**src/sv/pct_pkg.sv**
```systemverilog
`default_nettype none

package pct_pkg;

  localparam logic [7:0] PctChar   = 8'h25;
  localparam logic [7:0] PlusChar  = 8'h2B;
  localparam logic [7:0] SpaceChar = 8'h20;
  localparam logic [7:0] MinusChar = 8'h2D;

  // Result queue geometry
  localparam int QueueDepth = 8;
  localparam int QueueAw    = $clog2(QueueDepth);
  // Highest fill level that still leaves room for two in-flight items
  localparam int QueueLimit = QueueDepth - 4;

  // Held-byte count codes
  localparam logic [1:0] HeldNone  = 2'd0;
  localparam logic [1:0] HeldPct   = 2'd1;
  localparam logic [1:0] HeldDigit = 2'd2;

  typedef struct packed {
    logic [7:0] in_byte;
    logic       in_last;
  } in_t;

  typedef struct packed {
    logic [7:0] out_byte;
    logic       out_last;
  } out_t;

  // Results of one item handed to the queue
  typedef struct packed {
    logic [1:0] count;
    out_t       first;
    out_t       second;
  } push_t;

  typedef struct packed {
    logic       ok;
    logic [3:0] val;
  } hex_t;

  function automatic hex_t hex_val(input logic [7:0] c);
    hex_t h;
    h.ok  = 1'b1;
    h.val = 4'd0;
    if (c >= 8'h30 && c <= 8'h39) begin
      h.val = 4'(c - 8'h30);
    end else if (c >= 8'h41 && c <= 8'h46) begin
      h.val = 4'(c - 8'h37);
    end else if (c >= 8'h61 && c <= 8'h66) begin
      h.val = 4'(c - 8'h57);
    end else begin
      h.ok = 1'b0;
    end
    return h;
  endfunction

  function automatic logic is_ws(input logic [7:0] c);
    return (c == SpaceChar) || (c >= 8'h09 && c <= 8'h0D);
  endfunction

  // Two-character base-16 conversion with leading space and sign rules
  function automatic logic [7:0] convert_pair(input logic [7:0] a, input logic [7:0] b);
    hex_t       ha;
    hex_t       hb;
    logic [7:0] r;
    ha = hex_val(a);
    hb = hex_val(b);
    r  = 8'd0;
    if (ha.ok) begin
      r = hb.ok ? {ha.val, hb.val} : {4'd0, ha.val};
    end else if (hb.ok) begin
      if (is_ws(a) || a == PlusChar) begin
        r = {4'd0, hb.val};
      end else if (a == MinusChar) begin
        r = 8'(8'd0 - {4'd0, hb.val});
      end
    end
    return r;
  endfunction

  function automatic logic [7:0] plain_map(input logic [7:0] c);
    return (c == PlusChar) ? SpaceChar : c;
  endfunction

endpackage

`default_nettype wire

```
**src/sv/pct_decode.sv**
```systemverilog
`default_nettype none

module pct_decode (
  input  wire logic          clk,
  input  wire logic          rst,
  input  wire logic          take,
  input  wire pct_pkg::in_t  item,
  output pct_pkg::push_t     push,
  output logic               busy
);
  import pct_pkg::*;

  logic       stage_valid;
  in_t        stage;
  logic [1:0] held_count;
  logic [1:0] held_count_next;
  logic [7:0] held_digit;
  logic [7:0] held_digit_next;

  // Capture the accepted item
  always_ff @(posedge clk) begin
    if (rst) begin
      stage_valid <= 1'b0;
    end else begin
      stage_valid <= take;
    end
    if (take) begin
      stage <= item;
    end
  end

  // Decode the staged item against the held bytes
  always_comb begin
    held_count_next = held_count;
    held_digit_next = held_digit;
    push.count      = 2'd0;
    push.first      = '{out_byte: plain_map(stage.in_byte), out_last: stage.in_last};
    push.second     = '{out_byte: plain_map(stage.in_byte), out_last: 1'b1};
    if (stage_valid) begin
      case (held_count)
        HeldPct: begin
          if (!stage.in_last) begin
            held_digit_next = stage.in_byte;
            held_count_next = HeldDigit;
          end else begin
            held_count_next = HeldNone;
            push.count      = 2'd2;
            push.first      = '{out_byte: PctChar, out_last: 1'b0};
          end
        end
        HeldDigit: begin
          held_count_next = HeldNone;
          push.count      = 2'd1;
          push.first.out_byte = convert_pair(held_digit, stage.in_byte);
        end
        default: begin
          if (stage.in_byte == PctChar && !stage.in_last) begin
            held_count_next = HeldPct;
          end else begin
            held_count_next = HeldNone;
            push.count      = 2'd1;
          end
        end
      endcase
    end
  end

  // Advance the held state
  always_ff @(posedge clk) begin
    if (rst) begin
      held_count <= HeldNone;
      held_digit <= 8'd0;
    end else begin
      held_count <= held_count_next;
      held_digit <= held_digit_next;
    end
  end

  assign busy = stage_valid;

endmodule

`default_nettype wire

```
**src/sv/pct_queue.sv**
```systemverilog
`default_nettype none

module pct_queue (
  input  wire logic            clk,
  input  wire logic            rst,
  input  wire pct_pkg::push_t  push,
  input  wire logic            pop,
  output pct_pkg::out_t        head,
  output logic                 head_valid,
  output logic [pct_pkg::QueueAw:0] level
);
  import pct_pkg::*;

  out_t             mem [QueueDepth];
  logic [QueueAw-1:0] wr_ptr;
  logic [QueueAw-1:0] rd_ptr;
  logic [QueueAw:0]   count;
  logic [QueueAw:0]   count_next;
  logic [QueueAw-1:0] wr_ptr_plus;

  assign wr_ptr_plus = wr_ptr + QueueAw'(1);

  // Store up to two results per cycle
  always_ff @(posedge clk) begin
    if (push.count != 2'd0) begin
      mem[wr_ptr] <= push.first;
    end
    if (push.count == 2'd2) begin
      mem[wr_ptr_plus] <= push.second;
    end
  end

  always_comb begin
    count_next = count + (QueueAw + 1)'(push.count) - (QueueAw + 1)'(pop);
  end

  // Advance the pointers
  always_ff @(posedge clk) begin
    if (rst) begin
      wr_ptr <= '0;
      rd_ptr <= '0;
      count  <= '0;
    end else begin
      wr_ptr <= wr_ptr + QueueAw'(push.count);
      if (pop) begin
        rd_ptr <= rd_ptr + QueueAw'(1);
      end
      count <= count_next;
    end
  end

  assign head       = mem[rd_ptr];
  assign head_valid = (count != '0);
  assign level      = count;

endmodule

`default_nettype wire

```
**src/sv/percent_decoder_core.sv**
```systemverilog
`default_nettype none

// URL percent decoder. Takes one encoded byte per item (in_last on the final
// byte of a string) and gives the decoded bytes, one per output item. '+'
// becomes a space, '%' plus two bytes becomes their base-16 value, and a
// string that ends inside an escape gives the '%' literally followed by any
// byte already captured. One item is accepted per cycle while in_stall is
// low. An item is captured in the input register and decoded from there
// straight into the queue, from which its results leave. A '%' and the byte
// after it give no result of their own, and a string that ends one byte
// after a '%' gives two results. Results leave through an eight-entry queue,
// one per cycle while out_stall is low. in_stall rises when the queue fill,
// plus two for an item still in the input register, exceeds four.
module percent_decoder_core (
  input  wire logic          clk,
  input  wire logic          rst,
  input  wire logic          in_valid,
  output logic               in_stall,
  input  wire pct_pkg::in_t  in_item,
  output logic               out_valid,
  input  wire logic          out_stall,
  output pct_pkg::out_t      out_item
);
  import pct_pkg::*;

  push_t            push;
  logic             busy;
  logic             take;
  logic             pop;
  logic [QueueAw:0] level;
  logic [QueueAw:0] committed;

  // Hold input while the queue cannot absorb the staged and next items
  assign committed = level + (busy ? (QueueAw + 1)'(2) : '0);
  assign in_stall  = (committed > (QueueAw + 1)'(QueueLimit));
  assign take      = in_valid && !in_stall;
  assign pop       = out_valid && !out_stall;

  pct_decode u_decode (
    .clk  (clk),
    .rst  (rst),
    .take (take),
    .item (in_item),
    .push (push),
    .busy (busy)
  );

  pct_queue u_queue (
    .clk        (clk),
    .rst        (rst),
    .push       (push),
    .pop        (pop),
    .head       (out_item),
    .head_valid (out_valid),
    .level      (level)
  );

endmodule

`default_nettype wire

```
**config.mk**
```make
export PLATFORM = sky130hd
export DESIGN_NAME = percent_decoder_core
export DESIGN_NICKNAME = d
export VERILOG_FILES = /design/src/sv/pct_pkg.sv /design/src/sv/pct_decode.sv /design/src/sv/pct_queue.sv /design/src/sv/percent_decoder_core.sv
export SDC_FILE = /design/constraint.sdc
export NUM_CORES = 1
export LEC_CHECK = 0
export ABC_AREA = 1
export BUFFER_PORTS_ARGS = -buffer_cell sky130_fd_sc_hd__clkbuf_2
export CAP_MARGIN = 5
export CORE_MARGIN = 2
export CORE_UTILIZATION = 65
export DETAILED_ROUTE_END_ITERATION = 8
export PLACE_DENSITY = 0.83
export SLEW_MARGIN = 20
export SYNTH_ARGS = -nofsm -noshare
export SYNTH_HDL_FRONTEND = slang
export SYNTH_SLANG_ARGS = --single-unit
```
**constraint.sdc**
```tcl
create_clock -name clk -period 6.41 [get_ports clk]
set_clock_uncertainty 0.1 [all_clocks]
set_input_delay 0.9615 -clock clk [delete_from_list [all_inputs] [get_ports clk]]
set_output_delay 0.9615 -clock clk [all_outputs]
set_load 0.05 [all_outputs]
```
### After elaboration in Yosys (flattened, before gate mapping)

Memories as Yosys holds them, arrays and structs flattened. A register that Yosys moved wholly into a read port is not among the register bits.
Cells that the tools add are included.

* register bits: 30
* memory bits (writable): 72
* word-level logic and storage cells: 104
* memories kept: 1

Memory list
* u_queue.mem: depth 8, width 9, rd ports 1, clocked after Yosys merged registers in 1, wr ports 2, line pct_queue.sv:14 `out_t mem [QueueDepth];`

* $add $sub $neg: 13
* order comparisons: 15
* eq/ne operators: 8
* muxes and demuxes: 40
* bitwise logic cells: 1
* reductions and logical operators: 18

Operator list (number)
* $mux 8: 6
* $eq 8x6->1 const B: 5
* $ge 8x7->1 const B: 4
* $le 8x7->1 const B: 4
* $mux 4: 8
* $mux 11: 2
* $mux 1: 17
* $ge 8x6->1 const B: 2
* $le 8x6->1 const B: 2
* $pmux 8 s2: 1
* $sub 4x3->4 const B: 4
* $logic_and 1x1->1: 10
* $add 4x2->4: 2
* $ge 8x4->1 const B: 1
* $le 8x4->1 const B: 1
* $pmux 2 s2: 2
* $sub 4x1->4 const B: 2
* $add 3x1->3 const B: 2
* $mux 3: 2
* $sub 1x4->5 const A: 1
* $eq 2x2->1 const B: 2
* $gt 4x3->1 const B: 1
* $mux 2: 2
* $reduce_bool 4->1: 1
* other kinds (8): 11

### Logic depth before layout (Yosys ltp)

Gate-level depths: netlist of the first run.

* depth in word-level cells: 17
* depth in mapped cells: 16

### By module

Synthesis of the first run repeated with hierarchy kept, for this count alone.

* cells, all modules: 927
* area total of the unflattened synthesis: 6972.9 um2

By module, submodules not included
* pct_queue: times used 1, cells each 672, area an instance 5201.2 um2, seq. area each 2422.3 um2
* pct_decode: times used 1, cells each 242, area an instance 1695.4 um2, seq. area each 490.5 um2
* percent_decoder_core: times used 1, cells each 13, area an instance 76.3 um2, seq. area each 0.0 um2

### Worst setup path after synthesis of the first run

Ideal clock, no wire load.

* path type: flip-flop to output port
* start: register with a tool-made name
* end: output port out_item[7] in the netlist's numbering
* data arrival time: 1943 ps
* required time: 5348 ps
* slack: 3406 ps
* cell stages (with the launch flop): 7
* path through: dfxtp_1 > clkbuf_1 > clkbuf_1 > o21ai_0 > o22ai_1 > nor2_1 > a31oi_1

RTL lines
* to (decl): line percent_decoder_core.sv:22 `output pct_pkg::out_t out_item`

==> results.yml, run 1 <==
yosys:
  synthFlopType: "edfxtp_1"
  synth_edf_count: 73
  seq_area_frac_synth_pct: 44.9
  ys_seq_elements: 105
  yosysWarnings: 0
  yosysTopAreaCellShare_pct: 34.7
  avgSynthCellArea_um2: 7.98
  synth_nets: 828
  synth_area_leaders: "edfxtp_1 (35%), nand2_1 (15%), dfxtp_1 (10%)"
  synthesis.instances: 791
  synth_cell_types: 45
  ys_async_sr_fraction_pct: 0
  netlist_area_um2: 6310
  synth_area_leader_cell: "edfxtp_1"
run_status:
  status: "finished clean"
placement:
  dp_slack_ps: 3360
  place_inst: 925
  port_buffers: 23
  dp_hpwl_um: 11800
  place_congestion: 1.00
die:
  initial_core_util_pct: 67.6
  die_h_um: 103
  fp-row-count: 35
  ios: 24
  fp.coreArea_um2: 9330
  die-area_um2: 10500
  die_x_um: 103
timing:
  rsz0062_at_grt: "false"
  fin_crit_sh_pct: 56.0
  setup_viol: 0
  fin_setup_tns_ps: 0
  fmax_ghz: 0.279
  fin_ws_ps: 2820
  worst_hold_slack_ps: 373
  finalHoldViolations: 0
  worst_pin_slew_ps: 956
  relSlewSlack_pct: 35.8
  slew_viol_final: 0
  final.min_clock_period_ps: 3590
cells_and_area:
  diodes: 0
  drive_gt1_share_pct: 11.9
  finalNetCount: 844
  layout_common_cells: "nand2_1 (248), nor2_1 (98), edfxtp_1 (73)"
  fill_cells: 753
  area_delta_synth_final_pct: 6.21
  layout_commonest_cell: "nand2_1"
  fin_cells: 941
routing:
  drc: 0
  wl_met2_um: 7320
  route.met3.wl_um: 1680
  drt.antenna.violating_nets: 0
  post_drt_via_cell_ratio: 5.88
  drt_pass1_iterations: 5
  drt_iter0_markers: 425
  routed_wl_um: 16300
  top_layer: "met4"
  dr_total_vias: 5531
  wl_met1_um: 6310
  wl_per_cell_um: 17.3
setup_path:
  r2r-start: "u_decode.stage[5]"
  crit_chain: "inv_1 > nor2_1 > o21ai_0 > a31oi_1 > clkbuf_2"
  start_kind: "flop"
  cp.arrival_ps: 2530
  cp_slowest_cell: "dfxtp_1"
  path_class: "flop to primary output"
  critical-path-top-delay-family: "flip-flops"
  critical_path.max_fanout: 20
  cp-end-kind: "primary output"
  cp_num_buf_inv: 2
  required_ps: 5350
  max_stage_delay_ps: 780
power_and_ir_drop:
  swShare_pct: 42.8
  pwr-share-clk_pct: 20.2
  power.switching_uw: 848
  seqPwrFrac_pct: 43.6
  vdd_drop_max_v: 0.000339
  p_leak_nw: 2.80
  internal_power_mw: 1.13
  power_density_nw_per_um2: 296
  pwr-share-comb_pct: 36.2
cts:
  clock_tree.buffer_depth: 2
  cts_setup_buffers: 0
  root_buffer: "clkbuf_8"
  htreeDepth: 3
  ctsResizeCount: 0
  hold_buffers: 0
  clock_latency_ps: 380
  cts_buffers: 9
  clk_pin_slew_ps: 110
  cts_tree: "yes"
  cts.sinks: 105
grt:
  grt_pass1_wl_um: 25800
  grt_max_degree: 38
  grt_pass1_vias: 5174
  antenna_found_initial: 0
  globalRouteOverflowTotal: 0
  track_usage_pct: 32.9
run:
  drv_cap: 0
hold_path:
  hold_start: "u_queue.mem[0][0]"
  hold_path.class: "flop to flop"
## cell usage after synthesis, drive strengths merged (9+ instances only)
| cell | count |
|---|---|
| dfxtp | 32 |
| a21oi | 9 |
| o21ai | 58 |
| clkbuf | 14 |
| nand2 | 261 |
| a211oi | 12 |
| ha | 22 |
| nor2 | 112 |
| a31oi | 11 |
| edfxtp | 73 |
| inv | 75 |
| nand3 | 68 |
## cell families after synthesis
family / count (synthesis) / synth area share [%]
AO/OA/AOI/OAI: 104 / 10.3
XOR/XNOR: 4 / 0.555
adder cells (fa/ha/maj): 24 / 5.00
buffers and inverters: 96 / 6.19
flip-flops: 105 / 44.9
AND/OR/NAND/NOR: 458 / 33.1
## power by group through the flow
stage | Combinational (mW) | Sequential [mW] | Clock, mW
floorplan | 0.574 | 0.827 | 0
global placement | 0.682 | 0.871 | 0
detailed placement | 0.708 | 0.875 | 0
CTS | 0.710 | 0.859 | 0.397
global route | 0.788 | 0.870 | 0.422
finish | 0.718 | 0.863 | 0.400
## flip-flops by register name, summed over array words and instances (netlist names), named ones only
| register | count |
|---|---|
| u_decode.held_count | 2 |
| u_decode.held_digit | 8 |
| u_decode.busy | 1 |
| u_queue.level | 4 |
| u_decode.stage | 9 |
| u_queue.rd_ptr | 3 |
| u_queue.wr_ptr | 3 |
| u_queue.mem | 72 |
## tightest hold or removal path: stages, from the launching register on
cell and delay (ps):
dfxtp_1 340, nand2_1 50, nand3_1 50
## cell type report
| type | instances | area, um2 | area share, % |
|---|---|---|---|
| Multi-Input combinational cell | 590 | 3090 | 46.1 |
| Sequential cell | 105 | 2830 | 42.3 |
| Inverter | 76 | 298 | 4.44 |
| Tap cell | 129 | 161 | 2.41 |
| Clock buffer | 10 | 138 | 2.05 |
| Timing Repair Buffer | 25 | 130 | 1.94 |
| Clock inverter | 6 | 55.1 | 0.822 |
## through the flow
stage                     total power, mW  cell area (um2)  utilization (%)
final                                1.98             6700             71.8
after global routing                 2.08             6700             71.8
after CTS                            1.97             6700             71.8
after detailed placement             1.58             6510             69.8
after global placement               1.55             6510             69.8
after floorplan                      1.40             6310                -
## metal layers
metal  vias to the layer above  track usage [%]
met4                         0             19.9
met3                        68             5.90
li1                       2639                -
met2                       344             51.3
met1                      2480             43.2
met5                         -                0
## path summary, 6_finish.rpt
| path | end | slack (ps) | cells past startpoint |
|---|---|---|---|
| worst max-delay path | out_item[2] | 2820 | 5 |
| worst min-delay path | u_queue.mem[0][0] | 370 | 2 |
| worst max register to register | u_queue.mem[1][3] | 3420 | 12 |
| worst min register to register | u_queue.mem[0][0] | 370 | 2 |
Note: power is estimated with default switching activity, not from simulation.
==> run 2: changes to the inputs <==
- ABC_AREA: 1 -> 0
- CORE_UTILIZATION: 65 -> 62
- PLACE_DENSITY: 0.83 -> 0.8
- clock period: 6.41 -> 3.4 ns (I/O delays scaled with it)
==> results.yml, run 2 <==
routing:
  wl_met2_um: 7360
  drt_iter0_markers: 490
  wl_per_cell_um: 21.3
  routed_wl_um: 15200
  dr_total_vias: 4700
  drc: 0
  route.met3.wl_um: 1340
  top_layer: "met4"
  drt.antenna.violating_nets: 0
  drt_pass1_iterations: 6
  post_drt_via_cell_ratio: 6.60
  wl_met1_um: 5910
cts:
  ctsResizeCount: 0
  clock_tree.buffer_depth: 2
  hold_buffers: 0
  cts_tree: "yes"
  cts_setup_buffers: 0
  clk_pin_slew_ps: 100
  clock_latency_ps: 380
  cts.sinks: 105
  cts_buffers: 9
  htreeDepth: 3
  root_buffer: "clkbuf_8"
cells_and_area:
  finalNetCount: 615
  drive_gt1_share_pct: 18.5
  seqCellArea_um2: 2830
  layout_common_cells: "edfxtp_1 (73), nand2_1 (56), o22ai_1 (47)"
  diodes: 0
  multiInputGateArea_um2: 2940
  largest_reg_flops: 72
  top_regs: "u_queue.mem (72), u_decode.stage (9), u_decode.held_digit (8)"
  area_delta_synth_final_pct: 8.96
  layout_commonest_cell: "edfxtp_1"
  utilization_pct: 70.0
  regMostFlops: "u_queue.mem"
  fill_cells: 709
run_status:
  status: "finished clean"
yosys:
  ys_seq_elements: 105
  seq_area_frac_synth_pct: 47.5
  synth.most_common_cell: "edfxtp_1"
  synthFlopType: "edfxtp_1"
  avgSynthCellArea_um2: 11.0
  synth_cell_types: 65
  yosysTopAreaCellShare_pct: 36.8
  netlist_area_um2: 5960
  synth_edf_count: 73
  synth_nets: 580
  synthesis.instances: 543
  synth_area_leaders: "edfxtp_1 (37%), dfxtp_1 (11%), mux4_2 (6.8%)"
  ys_async_sr_fraction_pct: 0
  yosysWarnings: 0
  synthTopCellsByCount: "edfxtp_1 (73), nand2_1 (56), o22ai_1 (47), nor2_1 (43), dfxtp_1 (32)"
  synth_area_leader_cell: "edfxtp_1"
setup_path:
  path_class: "flop to flop"
  critical_path.max_fanout: 9
  rr_endpoint: "u_queue.mem[7][3]"
  start_kind: "flop"
  cp-end-kind: "flop"
  cp.arrival_ps: 3190
  r2r-start: "u_decode.stage[1]"
  crit_path_start: "u_decode.stage[1]"
  endpoint: "u_queue.mem[7][3]"
  r2r_slack_ps: 210
  required_ps: 3410
  rr_worst_depth: 10
timing:
  fin_crit_sh_pct: 93.7
  relSlewSlack_pct: 45.9
  worst_hold_slack_ps: 195
  slew_viol_final: 0
  finalHoldViolations: 0
  fin_setup_tns_ps: 0
  fmax_ghz: 0.314
  worst_pin_slew_ps: 805
  setup_viol: 0
  final.min_clock_period_ps: 3190
power_and_ir_drop:
  vdd_drop_max_v: 0.000432
  fin_total_pwr_mw: 3.57
  power_density_nw_per_um2: 549
  p_leak_nw: 2.19
die:
  fp.coreArea_um2: 9280
  fp-row-count: 35
  die_h_um: 102
  ios: 24
  die-area_um2: 10400
  die_x_um: 102
  initial_core_util_pct: 64.2
grt:
  track_usage_pct: 31.1
  grt_pass1_vias: 4507
  grt_max_degree: 23
  antenna_found_initial: 0
  globalRouteOverflowTotal: 0
  grt_pass1_wl_um: 24200
run:
  drv_cap: 0
placement:
  place_congestion: 1.01
  dp_hpwl_um: 11300
  port_buffers: 23
hold_path:
  hold_path.class: "primary input to flop"
-- run 2: cell types whose count changed in the layout (fill, tap and decap cells not counted), sizes merged, moves of 19 or more --
cell and change:
nand2 -205, nor2 -66, inv -53, nand3 -50, o22ai +39, o21ai -36
buf +24, a21oi +19
-- run 2: per-stage QoR --
stage / worst slack (ps) / std cells / instance area (um2)
after floorplan: 537 / 543 / 5960
after global placement: 327 / 696 / 6320
after detailed placement: 167 / 696 / 6320
after CTS: 145 / 712 / 6490
after global routing: -8.05 / 712 / 6490
final: 213 / 712 / 6490
-- run 2: critical path, stage by stage, from the launching register on --
cell	delay (ps)
edfxtp_1	540
inv_1	220
ha_1	280
o21bai_1	130
a21oi_2	320
a32oi_1	150
ha_1	260
xor2_1	180
a22oi_1	230
o31a_1	350
o22ai_1	140
-- run 2: worst min-delay path by stage --
stage | from | to | slack, ps | depth (start not counted)
floorplan | u_queue.mem[6][0] | u_queue.mem[6][0] | 330 | 2
global placement | u_queue.mem[2][0] | u_queue.mem[2][0] | 340 | 1
detailed placement | u_queue.mem[6][0] | u_queue.mem[6][0] | 360 | 2
CTS | in_item[2] | u_decode.stage[2] | 190 | 1
global route | in_item[1] | u_decode.stage[1] | 180 | 1
finish | in_item[1] | u_decode.stage[1] | 200 | 1
-- run 2: power breakdown --
group / switching (mW) / internal [mW] / total [mW]
clock: 0.435 / 0.269 / 0.704
sequential: 0.0917 / 1.48 / 1.57
combinational: 0.832 / 0.465 / 1.30
total: 1.36 / 2.21 / 3.57
-- run 2: metal layers --
metal,up-vias,global-route usage [%]
li1,2155,-
met1,2201,40.3
met2,300,51.9
met3,44,5.54
met4,0,13.0
met5,-,0
-- run 2: cell families (layout without fill, tap and decap cells) --
| group | after synthesis | in the layout | share of synthesized area, % |
|---|---|---|---|
| buffers and inverters | 46 | 86 | 3.27 |
| DFF | 105 | 105 | 47.5 |
| adders and majority gates | 24 | 24 | 5.29 |
| xor gates and xnor gates | 9 | 9 | 1.32 |
| and+or+nand+nor | 166 | 166 | 14.1 |
| AOI/OAI and AO/OA | 160 | 160 | 19.0 |
| muxes | 33 | 33 | 9.53 |
-- run 2: area by class of cell --
type                       count  area share (%)
inverter                      21            1.21
timing repair buffer          49            4.78
sequential                   105            43.6
tap                          129            2.49
clock buffer                  10            1.96
clock inverter                 6           0.674
multi-input combinational    392            45.3
